`src/sv/assert_macros.svh`:
```
// ----------------------------------------------------------------------------
// Assertion macros
// Immediate-next and same-cycle implication checks, clocked and held off in
// reset, reporting through $error.
// ----------------------------------------------------------------------------
`ifndef ASSERT_MACROS_SVH
`define ASSERT_MACROS_SVH

// Consequent must hold in the same cycle as the antecedent
`define AFS_ASSERT_NOW(label, clk, rst_n, ante, cons, msg) \
  label: assert property (@(posedge clk) disable iff (!rst_n) (ante) |-> (cons)) \
    else $error(msg);

// Consequent must hold in the cycle after the antecedent
`define AFS_ASSERT_NEXT(label, clk, rst_n, ante, cons, msg) \
  label: assert property (@(posedge clk) disable iff (!rst_n) (ante) |=> (cons)) \
    else $error(msg);

`endif

```
`src/sv/afs_pkg.sv`:
```
// ----------------------------------------------------------------------------
// afs_pkg
// Shared widths, codes, types and sequencer states of the animation frame
// sequencer.
// ----------------------------------------------------------------------------
package afs_pkg;

  // Frame store limit, further clamped to the reach of the frame index
  localparam int MAX_FRAMES  = 64;
  localparam int IDX_W       = 6;
  localparam int CNT_W       = 7;
  localparam int LIMIT_INT   = (MAX_FRAMES < (1 << IDX_W)) ? MAX_FRAMES : (1 << IDX_W);
  localparam logic [CNT_W-1:0] FRAME_LIMIT = CNT_W'(LIMIT_INT);

  // Field widths
  localparam int MS_W    = 16;
  localparam int ACC_W   = 17;
  localparam int SUM_W   = 18;
  localparam int RND_W   = 32;
  localparam int PROD_W  = CNT_W + MS_W;

  // Shared divider: 32-bit dividend, 17-bit divisor, one quotient bit a cycle
  localparam int DIV_N_W   = 32;
  localparam int DIV_D_W   = 17;
  localparam int DIV_CNT_W = $clog2(DIV_N_W);

  // Configuration port
  localparam int CFG_IDX_W = 3;
  localparam int CFG_DAT_W = 16;
  localparam logic [CFG_IDX_W-1:0] REG_LOOP_MODE   = 3'd0;
  localparam logic [CFG_IDX_W-1:0] REG_FRAME_DUR   = 3'd1;
  localparam logic [CFG_IDX_W-1:0] REG_IDLE_MIN    = 3'd2;
  localparam logic [CFG_IDX_W-1:0] REG_IDLE_MAX    = 3'd3;
  localparam logic [CFG_IDX_W-1:0] REG_FRAME_COUNT = 3'd4;

  // Register reset values
  localparam logic [MS_W-1:0] RST_FRAME_DUR = 16'd50;
  localparam logic [MS_W-1:0] RST_IDLE_MIN  = 16'd1000;
  localparam logic [MS_W-1:0] RST_IDLE_MAX  = 16'd1000;

  // Loop modes
  localparam logic [1:0] LM_BLINK = 2'd0;
  localparam logic [1:0] LM_LOOP  = 2'd1;
  localparam logic [1:0] LM_IMAGE = 2'd2;

  // Event codes
  localparam logic [1:0] EV_TICK    = 2'd0;
  localparam logic [1:0] EV_RESTART = 2'd1;
  localparam logic [1:0] EV_SET     = 2'd2;

  // Decoded configuration
  typedef struct packed {
    logic [1:0]       loop_mode;
    logic [MS_W-1:0]  dur;
    logic [MS_W-1:0]  idle_min;
    logic [MS_W-1:0]  idle_max;
    logic [CNT_W-1:0] n;
  } cfg_t;

  // Divider request and response
  typedef struct packed {
    logic               start;
    logic [DIV_N_W-1:0] dividend;
    logic [DIV_D_W-1:0] divisor;
  } div_req_t;

  typedef struct packed {
    logic               busy;
    logic               done;
    logic [DIV_N_W-1:0] quot;
    logic [DIV_D_W-1:0] rem;
  } div_rsp_t;

  // Sequencer states
  typedef enum logic [3:0] {
    ST_IDLE,
    ST_DECODE,
    ST_LOOP_DIV,
    ST_LOOP_MOD,
    ST_BLINK_DIV,
    ST_BLINK_MUL,
    ST_BLINK_END,
    ST_DRAW,
    ST_DRAW_DIV,
    ST_FINISH
  } state_t;

endpackage

```
`src/sv/animation_frame_sequencer.sv`:
```
// ----------------------------------------------------------------------------
// animation_frame_sequencer
// Frame sequencer for a display animation: image, loop and idle-then-blink
// behaviours driven by tick, restart and set-frame events.
// ----------------------------------------------------------------------------
// One item is taken at a time and yields one result item with the state after
// it. Set-frame, unused events, image ticks, ticks with fewer than two frames,
// idle blink ticks and a restart with a fixed idle time need no divider pass.
// Frame steps, the wrap and the random idle draw all go through one shared
// restoring divider, at most twice per item: a loop tick with no whole frame
// elapsed, a blink-playing tick that stays in the blink and a restart that
// draws a random idle time take one pass, a loop tick that steps two, and a
// tick that ends the blink one with a fixed or two with a random idle draw.
// While a result waits in the output register the next item is already taken
// in; it finishes and holds until that result has gone.
// ----------------------------------------------------------------------------
`include "assert_macros.svh"

module animation_frame_sequencer import afs_pkg::*; (
  input  logic                 clk,
  input  logic                 rst_n,
  // input items
  input  logic                 in_valid,
  output logic                 in_stall,
  input  logic [1:0]           in_mode,
  input  logic [MS_W-1:0]      in_delta_ms,
  input  logic [IDX_W-1:0]     in_frame_request,
  input  logic [RND_W-1:0]     in_random_word,
  // result items
  output logic                 out_valid,
  input  logic                 out_stall,
  output logic [IDX_W-1:0]     out_frame_index,
  output logic                 out_playing,
  output logic [MS_W-1:0]      out_idle_left_ms,
  // configuration writes
  input  logic                 cfg_valid,
  output logic                 cfg_ready,
  input  logic [CFG_IDX_W-1:0] cfg_index,
  input  logic [CFG_DAT_W-1:0] cfg_data
);

  cfg_t     cfg;
  div_req_t div_req;
  div_rsp_t div_rsp;

  state_t state_r, state_nxt;

  // Latched item
  logic [1:0]       mode_r;
  logic [MS_W-1:0]  delta_r;
  logic [IDX_W-1:0] req_r;
  logic [RND_W-1:0] rnd_r;

  // Sequencer state
  logic [IDX_W-1:0] cf_r, cf_nxt;
  logic             playing_r, playing_nxt;
  logic [MS_W-1:0]  idle_r, idle_nxt;
  logic [ACC_W-1:0] acc_r, acc_nxt;
  logic [PROD_W-1:0] prod_r, prod_nxt;

  // Output register
  logic             out_valid_r, out_valid_nxt;
  logic [IDX_W-1:0] out_frame_r;
  logic             out_playing_r;
  logic [MS_W-1:0]  out_idle_r;
  logic             load_out;

  // Datapath helpers
  logic [SUM_W-1:0]  acc_sum;
  logic              cf_lt_n;
  logic [CNT_W-1:0]  needed;
  logic [SUM_W-1:0]  steps;
  logic [DIV_D_W-1:0] span;
  logic              draw_fixed;
  logic [CNT_W:0]    loop_sum;
  logic [CNT_W:0]    loop_fold;
  logic              loop_wrap;
  logic [PROD_W:0]   blink_left;
  logic [ACC_W-1:0]  blink_acc;

  afs_cfg_regs u_cfg (
    .clk       (clk),
    .rst_n     (rst_n),
    .cfg_valid (cfg_valid),
    .cfg_ready (cfg_ready),
    .cfg_index (cfg_index),
    .cfg_data  (cfg_data),
    .cfg       (cfg)
  );

  afs_div u_div (
    .clk   (clk),
    .rst_n (rst_n),
    .req   (div_req),
    .rsp   (div_rsp)
  );

  assign in_stall = (state_r != ST_IDLE);

  // Capture the item on acceptance
  always_ff @(posedge clk) begin
    if (in_valid && !in_stall) begin
      mode_r  <= in_mode;
      delta_r <= in_delta_ms;
      req_r   <= in_frame_request;
      rnd_r   <= in_random_word;
    end
  end

  // Shared helper terms
  always_comb begin
    acc_sum    = {1'b0, acc_r} + {2'b0, delta_r};
    cf_lt_n    = ({1'b0, cf_r} < cfg.n);
    needed     = cf_lt_n ? (cfg.n - {1'b0, cf_r}) : CNT_W'(1);
    steps      = div_rsp.quot[SUM_W-1:0];
    span       = {1'b0, cfg.idle_max} - {1'b0, cfg.idle_min} + DIV_D_W'(1);
    draw_fixed = (cfg.idle_min >= cfg.idle_max);
    loop_sum   = {2'b0, cf_r} + {1'b0, div_rsp.rem[CNT_W-1:0]};
    loop_fold  = loop_sum - {1'b0, cfg.n};
    loop_wrap  = (loop_sum >= {1'b0, cfg.n});
    blink_left = {(PROD_W + 1 - SUM_W)'(0), acc_sum} - {1'b0, prod_r};
    blink_acc  = (blink_left > (PROD_W + 1)'({ACC_W{1'b1}})) ? {ACC_W{1'b1}}
                                                           : blink_left[ACC_W-1:0];
  end

  // Sequencer: next state, state updates and divider requests
  always_comb begin
    state_nxt        = state_r;
    cf_nxt           = cf_r;
    playing_nxt      = playing_r;
    idle_nxt         = idle_r;
    acc_nxt          = acc_r;
    prod_nxt         = prod_r;
    load_out         = 1'b0;
    div_req.start    = 1'b0;
    div_req.dividend = {(DIV_N_W - SUM_W)'(0), acc_sum};
    div_req.divisor  = {1'b0, cfg.dur};

    unique case (state_r)
      ST_IDLE: begin
        if (in_valid) state_nxt = ST_DECODE;
      end

      ST_DECODE: begin
        state_nxt = ST_FINISH;
        unique case (mode_r)
          EV_TICK: begin
            if (cfg.n > CNT_W'(1)) begin
              unique case (cfg.loop_mode)
                LM_IMAGE: cf_nxt = '0;
                LM_LOOP: begin
                  div_req.start = 1'b1;
                  state_nxt     = ST_LOOP_DIV;
                end
                LM_BLINK: begin
                  if (!playing_r) begin
                    // count down the idle time, start the blink at zero
                    cf_nxt = '0;
                    if (idle_r > delta_r) begin
                      idle_nxt = idle_r - delta_r;
                    end else begin
                      idle_nxt    = '0;
                      playing_nxt = 1'b1;
                      acc_nxt     = '0;
                    end
                  end else begin
                    div_req.start = 1'b1;
                    state_nxt     = ST_BLINK_DIV;
                  end
                end
                default: ;
              endcase
            end
          end
          EV_RESTART: begin
            cf_nxt = '0;
            if (cfg.n != '0) begin
              if (cfg.loop_mode == LM_BLINK) begin
                playing_nxt = 1'b0;
                state_nxt   = ST_DRAW;
              end else begin
                playing_nxt = 1'b1;
              end
            end
          end
          EV_SET: begin
            if ({1'b0, req_r} < cfg.n) cf_nxt = req_r;
          end
          default: ;
        endcase
      end

      // Whole frame durations elapsed; remainder stays in the accumulator
      ST_LOOP_DIV: begin
        if (div_rsp.done) begin
          acc_nxt = div_rsp.rem[ACC_W-1:0];
          if (steps == '0) begin
            state_nxt = ST_FINISH;
          end else begin
            // a frame beyond the count spends one step going to frame 0
            div_req.start    = 1'b1;
            div_req.dividend = {(DIV_N_W - SUM_W)'(0),
                                steps - {(SUM_W - 1)'(0), !cf_lt_n}};
            div_req.divisor  = {(DIV_D_W - CNT_W)'(0), cfg.n};
            cf_nxt           = cf_lt_n ? cf_r : '0;
            state_nxt        = ST_LOOP_MOD;
          end
        end
      end

      // Add the step count modulo the frame count, fold once
      ST_LOOP_MOD: begin
        if (div_rsp.done) begin
          cf_nxt    = loop_wrap ? loop_fold[IDX_W-1:0] : loop_sum[IDX_W-1:0];
          state_nxt = ST_FINISH;
        end
      end

      // Advance the blink, or end it when the last frame is passed
      ST_BLINK_DIV: begin
        if (div_rsp.done) begin
          if (steps >= {(SUM_W - CNT_W)'(0), needed}) begin
            state_nxt = ST_BLINK_MUL;
          end else begin
            acc_nxt   = div_rsp.rem[ACC_W-1:0];
            cf_nxt    = cf_r + steps[IDX_W-1:0];
            state_nxt = ST_FINISH;
          end
        end
      end

      ST_BLINK_MUL: begin
        prod_nxt  = {(PROD_W - CNT_W)'(0), needed} * {(PROD_W - MS_W)'(0), cfg.dur};
        state_nxt = ST_BLINK_END;
      end

      ST_BLINK_END: begin
        acc_nxt     = blink_acc;
        cf_nxt      = '0;
        playing_nxt = 1'b0;
        state_nxt   = ST_DRAW;
      end

      // Draw a new idle time from the random word
      ST_DRAW: begin
        if (draw_fixed) begin
          idle_nxt  = cfg.idle_min;
          state_nxt = ST_FINISH;
        end else begin
          div_req.start    = 1'b1;
          div_req.dividend = rnd_r;
          div_req.divisor  = span;
          state_nxt        = ST_DRAW_DIV;
        end
      end

      ST_DRAW_DIV: begin
        if (div_rsp.done) begin
          idle_nxt  = cfg.idle_min + div_rsp.rem[MS_W-1:0];
          state_nxt = ST_FINISH;
        end
      end

      // Hold until the output register is free
      ST_FINISH: begin
        if (!out_valid_r || !out_stall) begin
          load_out  = 1'b1;
          state_nxt = ST_IDLE;
        end
      end

      default: state_nxt = ST_IDLE;
    endcase
  end

  // Output valid: set on load, drop once taken
  always_comb begin
    out_valid_nxt = out_valid_r;
    if (load_out) begin
      out_valid_nxt = 1'b1;
    end else if (out_valid_r && !out_stall) begin
      out_valid_nxt = 1'b0;
    end
  end

  always_ff @(posedge clk) begin
    if (!rst_n) begin
      state_r     <= ST_IDLE;
      cf_r        <= '0;
      playing_r   <= 1'b0;
      idle_r      <= '0;
      acc_r       <= '0;
      out_valid_r <= 1'b0;
    end else begin
      state_r     <= state_nxt;
      cf_r        <= cf_nxt;
      playing_r   <= playing_nxt;
      idle_r      <= idle_nxt;
      acc_r       <= acc_nxt;
      out_valid_r <= out_valid_nxt;
    end
  end

  always_ff @(posedge clk) begin
    prod_r <= prod_nxt;
    if (load_out) begin
      out_frame_r   <= cf_r;
      out_playing_r <= playing_r;
      out_idle_r    <= idle_r;
    end
  end

  assign out_valid        = out_valid_r;
  assign out_frame_index  = out_frame_r;
  assign out_playing      = out_playing_r;
  assign out_idle_left_ms = out_idle_r;

  // Checks
  `AFS_ASSERT_NEXT(a_busy_after_accept, clk, rst_n, in_valid && !in_stall, in_stall, "item accepted but sequencer not busy")
  `AFS_ASSERT_NOW(a_div_start_idle, clk, rst_n, div_req.start, !div_rsp.busy, "divider started while busy")
  `AFS_ASSERT_NOW(a_div_done_waited, clk, rst_n, div_rsp.done, state_r == ST_LOOP_DIV || state_r == ST_LOOP_MOD || state_r == ST_BLINK_DIV || state_r == ST_DRAW_DIV, "divider result with no state waiting")
  `AFS_ASSERT_NEXT(a_result_loaded, clk, rst_n, load_out, out_valid && out_frame_index == $past(cf_r) && out_idle_left_ms == $past(idle_r), "result register not loaded from state")

endmodule

```
`src/sv/afs_cfg_regs.sv`:
```
// ----------------------------------------------------------------------------
// afs_cfg_regs
// Configuration registers with the frame count clamp and the zero-duration
// guard applied on the way out.
// ----------------------------------------------------------------------------
module afs_cfg_regs import afs_pkg::*; (
  input  logic                 clk,
  input  logic                 rst_n,
  input  logic                 cfg_valid,
  output logic                 cfg_ready,
  input  logic [CFG_IDX_W-1:0] cfg_index,
  input  logic [CFG_DAT_W-1:0] cfg_data,
  output cfg_t                 cfg
);

  logic [1:0]       loop_mode_r;
  logic [MS_W-1:0]  dur_r;
  logic [MS_W-1:0]  idle_min_r;
  logic [MS_W-1:0]  idle_max_r;
  logic [CNT_W-1:0] fcount_r;

  // Always able to take a write
  assign cfg_ready = 1'b1;

  // Write one register per handshake; unknown indices are dropped
  always_ff @(posedge clk) begin
    if (!rst_n) begin
      loop_mode_r <= LM_BLINK;
      dur_r       <= RST_FRAME_DUR;
      idle_min_r  <= RST_IDLE_MIN;
      idle_max_r  <= RST_IDLE_MAX;
      fcount_r    <= '0;
    end else if (cfg_valid && cfg_ready) begin
      unique case (cfg_index)
        REG_LOOP_MODE:   loop_mode_r <= cfg_data[1:0];
        REG_FRAME_DUR:   dur_r       <= cfg_data;
        REG_IDLE_MIN:    idle_min_r  <= cfg_data;
        REG_IDLE_MAX:    idle_max_r  <= cfg_data;
        REG_FRAME_COUNT: fcount_r    <= cfg_data[CNT_W-1:0];
        default: ;
      endcase
    end
  end

  // Clamp the frame count and treat a zero duration as one millisecond
  always_comb begin
    cfg.loop_mode = loop_mode_r;
    cfg.dur       = (dur_r == '0) ? MS_W'(1) : dur_r;
    cfg.idle_min  = idle_min_r;
    cfg.idle_max  = idle_max_r;
    cfg.n         = (fcount_r > FRAME_LIMIT) ? FRAME_LIMIT : fcount_r;
  end

endmodule

```
`src/sv/afs_div.sv`:
```
// ----------------------------------------------------------------------------
// afs_div
// Shared restoring divider: one quotient bit per cycle, quotient and
// remainder held after the done pulse until the next start.
// ----------------------------------------------------------------------------
module afs_div import afs_pkg::*; (
  input  logic     clk,
  input  logic     rst_n,
  input  div_req_t req,
  output div_rsp_t rsp
);

  logic                 busy_r, busy_nxt;
  logic                 done_r, done_nxt;
  logic [DIV_CNT_W-1:0] cnt_r, cnt_nxt;
  logic [DIV_D_W-1:0]   rem_r, rem_nxt;
  logic [DIV_N_W-1:0]   quot_r, quot_nxt;
  logic [DIV_D_W-1:0]   dsr_r, dsr_nxt;

  logic [DIV_D_W:0]     shifted;
  logic [DIV_D_W:0]     trial;
  logic                 fits;

  // Trial subtract of the divisor from the shifted partial remainder
  always_comb begin
    shifted = {rem_r, quot_r[DIV_N_W-1]};
    trial   = shifted - {1'b0, dsr_r};
    fits    = (shifted >= {1'b0, dsr_r});
  end

  // Load on start, then shift one bit a cycle
  always_comb begin
    busy_nxt = busy_r;
    done_nxt = 1'b0;
    cnt_nxt  = cnt_r;
    rem_nxt  = rem_r;
    quot_nxt = quot_r;
    dsr_nxt  = dsr_r;
    if (req.start) begin
      busy_nxt = 1'b1;
      cnt_nxt  = '0;
      rem_nxt  = '0;
      quot_nxt = req.dividend;
      dsr_nxt  = req.divisor;
    end else if (busy_r) begin
      rem_nxt  = fits ? trial[DIV_D_W-1:0] : shifted[DIV_D_W-1:0];
      quot_nxt = {quot_r[DIV_N_W-2:0], fits};
      cnt_nxt  = cnt_r + DIV_CNT_W'(1);
      if (cnt_r == DIV_CNT_W'(DIV_N_W - 1)) begin
        busy_nxt = 1'b0;
        done_nxt = 1'b1;
      end
    end
  end

  always_ff @(posedge clk) begin
    if (!rst_n) begin
      busy_r <= 1'b0;
      done_r <= 1'b0;
      cnt_r  <= '0;
    end else begin
      busy_r <= busy_nxt;
      done_r <= done_nxt;
      cnt_r  <= cnt_nxt;
    end
  end

  always_ff @(posedge clk) begin
    rem_r  <= rem_nxt;
    quot_r <= quot_nxt;
    dsr_r  <= dsr_nxt;
  end

  assign rsp.busy = busy_r;
  assign rsp.done = done_r;
  assign rsp.quot = quot_r;
  assign rsp.rem  = rem_r;

endmodule

```
`config.mk`:
```
export PLATFORM = sky130hd
export DESIGN_NAME = animation_frame_sequencer
export DESIGN_NICKNAME = d
export VERILOG_FILES = /design/src/sv/afs_pkg.sv /design/src/sv/animation_frame_sequencer.sv /design/src/sv/afs_cfg_regs.sv /design/src/sv/afs_div.sv
export VERILOG_INCLUDE_DIRS = /design/src /design/src/sv
export SDC_FILE = /design/constraint.sdc
export NUM_CORES = 1
export LEC_CHECK = 0
export BUFFER_PORTS_ARGS = -buffer_cell sky130_fd_sc_hd__buf_2
export CORE_ASPECT_RATIO = 0.75
export CORE_UTILIZATION = 48
export DETAILED_ROUTE_END_ITERATION = 6
export GPL_TIMING_DRIVEN = 0
export PLACE_DENSITY_LB_ADDON = 0.05
export SLEW_MARGIN = 10
export SYNTH_ARGS = -nofsm -noshare
export SYNTH_HDL_FRONTEND = slang
export SYNTH_SLANG_ARGS = --single-unit
```
`constraint.sdc`:
```
create_clock -name clk -period 14.5 [get_ports clk]
set_clock_uncertainty 0.1 [all_clocks]
set_input_delay 2.9 -clock clk [delete_from_list [all_inputs] [get_ports clk]]
set_output_delay 2.9 -clock clk [all_outputs]
set_load 0.05 [all_outputs]
```
## Word level (Yosys, flattened, before mapping)

Index checks and enable logic that the tools add are counted.

| word-level totals | value |
|---|---|
| word-level logic and storage cells | 204 |
| register bits after elaboration | 277 |
| input port bits | 80 |
| output and inout port bits | 26 |

| operators by class | value |
|---|---|
| eq/ne operators | 42 |
| reductions and logical operators | 34 |
| magnitude comparators | 10 |
| $mul | 1 |
| mux-type cells | 77 |
| bitwise gates (word level) | 2 |
| add/sub/neg operators | 13 |

Operators with widths:

| operator | number |
|---|---|
| $mux W17 | 10 |
| $mux W50 | 3 |
| $mux W16 | 8 |
| $pmux W49 S2 | 1 |
| $pmux W17 S4 | 1 |
| $mux W32 | 2 |
| $mux W6 | 10 |
| $pmux W16 S3 | 1 |
| $mux W4 | 11 |
| $pmux W4 S9 | 1 |
| $pmux W6 S5 | 1 |
| $gt A24 B17 Y1 const B | 1 |
| $sub A18 B23 Y24 | 1 |
| $mul A7 B16 Y23 | 1 |
| $ne A2 B2 Y1 const B | 10 |
| $add A17 B16 Y18 | 1 |
| $ge A18 B17 Y1 | 1 |
| $ge A18 B7 Y1 | 1 |
| $logic_not A18 Y1 | 1 |
| $mux W1 | 18 |
| $pmux W6 S3 | 1 |
| $sub A18 B1 Y18 | 1 |
| $add A17 B1 Y17 const B | 1 |
| $sub A16 B16 Y17 | 1 |
| other kinds (55) | 91 |

## Logic depth before layout (Yosys ltp)

Gate-level depths: netlist of the first run.

| depth | value |
|---|---|
| word-level depth | 9 |
| depth in mapped cells | 32 |
| gate-level depth less buffers | 30 |

## Modules after synthesis

From an unflattened synthesis of the first run, not the netlist that was laid out.

| second synthesis, totals | value |
|---|---|
| cells, all modules | 2352 |
| area, all modules | 21866.0 µm² |

By module, submodules not included:

| module | sequential area each (µm²) | instances | area each (µm²) | cells an instance |
|---|---|---|---|---|
| animation_frame_sequencer | 3963.8 | 1 | 15667.5 | 1754 |
| afs_div | 1951.9 | 1 | 3923.8 | 348 |
| afs_cfg_regs | 1141.1 | 1 | 2274.7 | 250 |

## Worst setup path before layout of the first run

OpenSTA, ideal clock, no wires.

| timing path | value |
|---|---|
| kind | reg-to-reg |
| start | register u_cfg.fcount_r[6] |
| end | register prod_r[21] (data pin) |
| library setup time | 258 ps |
| stages on the path, launching flop included | 31 |
| clock period less this slack | 7070 ps |
| path slack | 7430 ps |
| data arrival time | 6713 ps |
| data required time | 14142 ps |
| path buffers | 2 |
| cell sequence | dfxtp_1 > clkbuf_1 > inv_1 > nand2_1 > inv_1 > ha_1 > nor2b_1 > o21ai_0 > a21boi_0 > o211ai_1 > and2_1 > o21ai_0 > inv_1 > nor2_1 > clkbuf_1 > and2_1 > fa_1 > fa_1 > fa_1 > inv_1 > fa_1 > inv_1 > ha_1 > a21oi_1 > o221a_2 > o21ai_0 > a21oi_1 > a31oi_1 > a211o_1 > a21oi_1 > xnor2_1 |

| between the ends | value |
|---|---|
| word-level cells in the longest chain between the ends | 5 |
| elaborated cells on any way between the ends | 6 |
| classes of those cells | add/sub: 1; mul: 1; order compare: 2; mux: 2 |

RTL lines:

| item | line | source |
|---|---|---|
| from (decl) | afs_cfg_regs.sv:20 | `logic [CNT_W-1:0] fcount_r;` |
| from (signal assigned) | afs_cfg_regs.sv:39 | `REG_FRAME_COUNT: fcount_r <= cfg_data[CNT_W-1:0];` |
| $gt A7 B7 Y1 | afs_cfg_regs.sv:51 | `cfg.n = (fcount_r > FRAME_LIMIT) ? FRAME_LIMIT : fcount_r;` |
| $mux W7 * | afs_cfg_regs.sv:51 |  |
| $sub A7 B6 Y7 or $lt A6 B7 Y1 (tied branches) | animation_frame_sequencer.sv:114, animation_frame_sequencer.sv:113 |  |
| $mux W7 * | animation_frame_sequencer.sv:114 | `needed = cf_lt_n ? (cfg.n - {1'b0, cf_r}) : CNT_W'(1);` |
| $mul A7 B16 Y23 * | animation_frame_sequencer.sv:233 | `prod_nxt = {(PROD_W - CNT_W)'(0), needed} * {(PROD_W - MS_W)'(0), cfg.dur};` |
| to (signal assigned) | animation_frame_sequencer.sv:305 | `prod_r <= prod_nxt;` |
| to (decl) | animation_frame_sequencer.sv:59 | `logic [PROD_W-1:0] prod_r, prod_nxt;` |

Every way passes the cells marked *; elsewhere a longest branch is shown, timed or not.
A chain may end at the register's enable or synchronous reset.

## Worst setup path after layout of the first run

| timing path | value |
|---|---|
| start | register u_cfg.fcount_r[6] |
| end | register prod_r[22] (data pin) |

The elaborated chain is that of the path after synthesis.

==> flow_metrics.tcl, run 1 <==
set metrics [dict create \
    die_height_um 185 \
    synth-seq-cells 277 \
    post-route-min-period_ns 9.32 \
    path_common_cell "inv_1" \
    yosys_warnings 0 \
    cts_setup_buffers 0 \
    timing.critical_path.slowest_cell_delay_ns 0.62 \
    area_delta_synth_final_pct 10.7 \
    placement.io_buffers 102 \
    synthCells 2361 \
    dieArea_sq_um 45400 \
    cp_slowest_cell "fa_1" \
    async_flop_share_pct 0 \
    combPwrFrac_pct 57.9 \
    ant_nets 0 \
    rows 66 \
    diodes 0 \
    netSwitchingFraction_pct 46.3 \
    p_sw_mw 2.08 \
    postPlaceCellArea_sq_um 22700 \
    die_w_um 246 \
    layout-drive-gt1-share_pct 8.13 \
    crit_fanout 10 \
    rsz0062_at_grt "false" \
    grt_max_degree 48 \
    startpoint_type "flip-flop" \
    cp.arrival_ns 9.54 \
    cp.required_ns 14.72 \
    antenna_found_initial 0 \
    worst_pin_slew_ns 1.23 \
    gp_congestion 0.943 \
    outcome "finished, final reports clean" \
    postRouteWirelength_um 67500 \
    yosys-top-cells-area "edfxtp_1, ha_1, dfxtp_1" \
    drc_errors 0 \
    grt_pass1_vias 17000 \
    setup_viol 0 \
    root_buffer "clkbuf_16" \
    synth-edff-count 151 \
    drtIter0Drc 1613 \
    seq_power_share_pct 25.6 \
    leakage_nw 10.2 \
    seq_area_frac_synth_pct 33.0 \
    intPower_mw 2.41 \
    cts_buffers 29 \
    via_count 18200 \
    fin_tns_setup_ns 0 \
    crit_path_end_kind "flip-flop" \
    core_sq_um 43700 \
    cts_sinks 277 \
    stdcell_area_sq_um 23700 \
    htree_levels 1 \
    clk_latency_ns 0.59 \
    path_clk_slew_ns 0.06 \
    hold_path.class "flip-flop to flip-flop" \
    synth_top_area_cell "edfxtp_1" \
    ys.flop_type "edfxtp_1" \
    p_per_area_nw_per_um2 189 \
    dp_hpwl_um 53200 \
    fin_nets 2868 \
    grt_first_pass_wirelength_um 102000 \
    postCtsHoldBufs 0 \
    peakVddDrop_v 0.000159 \
    ctsResizeCount 0 \
    synth_nets 2731 \
    finalCritPeriodShare_pct 64.3 \
    ys_types 85 \
    first_pass_iters 5 \
    syn_area_sq_um 21400 \
    clk_path_buf_depth 3 \
    slew_headroom_pct 16.8 \
    grt_use_total_pct 29.6 \
    grt_overflow 0 \
    pwr-share-clk_pct 16.5 \
    final_hold_viol_count 0 \
    max_freq_mhz 107 \
    num_io_pins 106 \
    drv_cap 0 \
    post_synth.cell_area_avg_sq_um 9.06 \
    p_total_mw 4.49 \
    routed_via_density 5.88 \
    drv_slew 0 \
    cts_tree "yes" \
    fillCellCount 4054 \
    critPathKind "flip-flop to flip-flop" \
    start_util_pct 49.0 \
    routedWlPerCell_um 21.8 \
    netlist.area_leader.share_pct 21.2 \
]
area by class of cell:
type | count | area (sq um) | share of cell area, %
buffer | 103 | 432 | 1.82
clock buffer | 46 | 888 | 3.75
clock inverter | 8 | 45.0 | 0.190
inverter | 214 | 803 | 3.39
multi-input combinational | 1767 | 13100 | 55.5
sequential | 277 | 7060 | 29.8
tap | 578 | 723 | 3.05
timing repair buffer | 106 | 601 | 2.54
critical path: cells and delay by family (launching register included):
kind,cells,cell delay [ns]
flops,1,0.30
compound gates,10,2.38
buf+inv,7,1.86
fa+ha+maj,6,2.75
simple gates,6,1.66
final timing paths:
check	from	to	cells after the start	slack, ns
hold / removal	u_cfg.idle_max_r[1]	u_cfg.idle_max_r[1]	2	0.37
hold reg to reg	u_cfg.idle_max_r[1]	u_cfg.idle_max_r[1]	2	0.37
setup reg to reg	u_cfg.fcount_r[6]	prod_r[22]	29	5.18
setup / recovery	u_cfg.fcount_r[6]	prod_r[22]	29	5.18
cells by family (layout without fill, tap and decap cells):
kind of cell	count (synthesis)	after routing	synth area share [%]
other cells	1	1	0.0175
xor+xnor	117	117	4.79
buf+inv	317	477	5.77
fa+ha+maj	290	290	19.7
simple gates	733	733	16.3
mux	36	36	1.73
compound gates	590	590	18.7
flops	277	277	33.0
power by group through the flow:
stage,combinational [mW],clock (mW),sequential [mW]
2_1_floorplan,1.89,0,1.10
3_3_place_gp,2.49,0,1.17
3_5_place_dp,2.54,0,1.16
4_1_cts,2.56,0.751,1.14
5_1_grt,2.88,0.777,1.15
6_report,2.60,0.740,1.15
registers in the layout (all words and copies together) (netlist names), 2 cells and up:
name and cells:
acc_r 17, cf_r 6, delta_r 16, idle_r 16
mode_r 2, out_frame_index 6, out_idle_left_ms 16, prod_r 23
req_r 6, rnd_r 32, state_r 4, u_cfg.dur_r 16
u_cfg.fcount_r 7, u_cfg.idle_max_r 16, u_cfg.idle_min_r 16, u_cfg.loop_mode_r 2
u_div.cnt_r 5, u_div.dsr_r 17, u_div.quot_r 32, u_div.rem_r 17
cells in the mapped netlist, types with 41 or more instances:
master and number:
a211oi_1 53, a21o_1 41, a21oi_1 175, and3_1 61
clkbuf_1 78, dfxtp_1 126, edfxtp_1 151, fa_1 79
ha_1 211, inv_1 212, nand2_1 224, nand3_1 47
nor2_1 193, nor3_1 45, o21ai_0 76, xnor2_1 82
cells in the final DEF (no fill, tap or decap), types with 9 or more instances in the layout:
cell type	Yosys	routed
nand2_1	224	224
nand2b_1	34	33
nor2_1	193	192
a31oi_1	15	15
o21bai_1	12	12
inv_1	212	212
edfxtp_1	151	151
a22o_1	24	24
nor3_1	45	44
clkbuf_1	78	82
buf_2	11	113
o21ai_0	76	76
xnor2_1	82	82
fa_1	79	79
nand3_1	47	47
a211oi_1	53	53
mux2i_1	28	28
a211o_1	11	11
a221oi_1	26	26
and2_1	23	23
ha_1	211	211
nor2b_1	31	31
o21a_1	26	26
nand4_1	12	12
o211ai_1	31	31
a21o_1	41	41
xor2_1	35	35
nor4_1	14	14
or3_1	14	14
buf_1	9	9
o221ai_1	13	13
clkbuf_16	0	31
a222oi_1	13	13
and3_1	61	60
dfxtp_1	126	126
a21oi_1	175	174
metal layers:
| metal | share of wire [%] | GRT usage [%] | vias up | wire [um] |
|---|---|---|---|---|
| met5 | 0 | 0 | - | 0 |
| met4 | 2.9 | 8.52 | 0 | 1940 |
| met3 | 8.6 | 5.32 | 98 | 5840 |
| met2 | 39 | 41.3 | 751 | 26500 |
| met1 | 49 | 45.7 | 8650 | 33200 |
| li1 | - | - | 8738 | - |
stage by stage:
stage / hold WS [ns] / worst slack (ns) / util (%) / cells
CTS: 0.364 / 5.32 / 54.2 / 3099
global placement: 0.350 / 5.31 / 51.8 / 3041
finish: 0.368 / 5.18 / 54.2 / 3099
detailed placement: 0.354 / 5.34 / 52.1 / 3045
floorplan: 0.329 / 7.43 / - / 2361
global route: 0.387 / 4.65 / 54.2 / 3099
No activity file was read; power rests on OpenSTA's default activity.
==> run 2, diff against run 1 <==
Clock period 14.5 ns to 8.1 ns, I/O delays scaled along.
==> flow_metrics.tcl, run 2 (synthesis results as in run 1) <==
set metrics [dict create \
    postRouteWirelength_um 67600 \
    path_common_cell "inv_1" \
    final_cell_mix "nand2_1, inv_1, ha_1" \
    stdcell_area_sq_um 23700 \
    layout.cells.most_common "nand2_1" \
    drtIter0Drc 1539 \
    max_freq_mhz 130 \
    cp.arrival_ns 7.97 \
    finalCritPeriodShare_pct 94.9 \
    grt_max_degree 48 \
    fin_util_pct 54.3 \
    routedWlPerCell_um 21.8 \
    crit_fanout 10 \
    min_path_cells 2 \
    p_total_mw 8.07 \
    critPathKind "flip-flop to flip-flop" \
    outcome "finished with violations" \
    path_clk_slew_ns 0.06 \
    slew_headroom_pct 11.7 \
    cts_buffers 29 \
    startpoint_type "flip-flop" \
    final_hold_viol_count 0 \
    htree_levels 1 \
    leakage_nw 10.2 \
    dieArea_sq_um 45400 \
    timing.critical_path.slowest_cell_delay_ns 0.62 \
    drv_cap 0 \
    holdWs_ns 0.369 \
    die_height_um 185 \
    area_delta_synth_final_pct 10.9 \
    placement.io_buffers 102 \
    rsz0062_at_grt "false" \
    gp_congestion 0.943 \
    diodes 0 \
    clk_path_buf_depth 3 \
    cts_tree "yes" \
    routed_via_density 5.89 \
    drv_slew 0 \
    fillCellCount 4061 \
    r2r_end "prod_r[21]" \
    grt_pass1_vias 17000 \
    reg.largest.list "rnd_r x32, u_div.quot_r x32, prod_r x23" \
    via_count 18200 \
    ant_nets 0 \
    cts_sinks 277 \
    postPlaceCellArea_sq_um 22700 \
    cp.required_ns 8.38 \
    die_w_um 246 \
    grt_use_total_pct 29.6 \
    num_io_pins 106 \
    peakVddDrop_v 0.000282 \
    drc_errors 2 \
    min_to "u_cfg.idle_max_r[1]" \
    fin_nets 2866 \
    reg2regPathDepth 28 \
    reg2reg_slack_ns 0.41 \
    grt_overflow 0 \
    layout-drive-gt1-share_pct 8.61 \
    worst_pin_slew_ns 1.31 \
    hp-start "u_cfg.idle_max_r[1]" \
    postCtsHoldBufs 0 \
    fin_tns_setup_ns 0 \
    violations "DRC" \
    start_util_pct 49.0 \
    p_per_area_nw_per_um2 340 \
    clk_latency_ns 0.59 \
    core_sq_um 43700 \
    cp_slowest_cell "fa_1" \
    setup_viol 0 \
    root_buffer "clkbuf_16" \
    post-route-min-period_ns 7.69 \
    grt_first_pass_wirelength_um 102000 \
    rows 66 \
    hold_path.class "flip-flop to flip-flop" \
    r2r_start "u_cfg.fcount_r[6]" \
    antenna_found_initial 0 \
    first_pass_iters 7 \
    dp_hpwl_um 53200 \
    crit_path_end_kind "flip-flop" \
]
## run 2: report_power, final
group          internal (mW)  switching, mW
Combinational           1.80           2.89
Clock                  0.751          0.575
Sequential              1.78          0.279
## run 2: per-layer routing
layer | vias up | track usage (%) | part of all wire (%) | routed length, um
met3 | 94 | 5.24 | 8.6 | 5850
met5 | - | 0 | 0 | 0
met4 | 0 | 8.47 | 2.9 | 1950
li1 | 8734 | - | - | -
met1 | 8663 | 45.7 | 49 | 33000
met2 | 754 | 41.3 | 40 | 26800
## run 2: worst max-delay path by stage
stage                           start          to  slack (ns)  depth (start not counted)
finish              u_cfg.fcount_r[6]  prod_r[21]        0.41                         28
global route        u_cfg.fcount_r[6]  prod_r[21]        0.07                         29
CTS                 u_cfg.fcount_r[6]  prod_r[21]        0.06                         29
detailed placement  u_cfg.fcount_r[6]  prod_r[22]       -1.06                         29
global placement    u_cfg.fcount_r[6]  prod_r[22]       -1.09                         29
floorplan           u_cfg.fcount_r[6]  prod_r[21]        1.03                         30
## run 2: metrics by stage
| step | worst slack [ns] | std cells |
|---|---|---|
| finish | 0.410 | 3097 |
| CTS | 0.0595 | 3097 |
| global route | 0.0690 | 3097 |
| global placement | -1.09 | 3041 |
| detailed placement | -1.06 | 3045 |
| floorplan | 1.03 | 2361 |
## run 2: critical path, delay by kind of cell (launching register included)
kind                     cells  cell delay [ns]
AO/OA/AOI/OAI               10             2.08
XOR/XNOR                     1             0.20
adder cells (fa/ha/maj)      6             2.78
buffers and inverters        6             0.88
flip-flops                   1             0.46
AND/OR/NAND/NOR              5             1.00
## run 2: cell type report
class	count	area, sq um	area share, %
sequential	277	7060	29.8
timing repair buffer	106	601	2.53
multi-input combinational	1767	13200	55.5
inverter	214	803	3.38
clock buffer	46	888	3.74
clock inverter	8	45.0	0.190
buffer	101	430	1.81
tap	578	723	3.05
## run 2: timing repair
action | CTS | global route
gates resized for setup | 7 | 15
setup buffers | 0 | 0
endpoints found under the setup margin | 14 | 9
pin swaps | 0 | 0
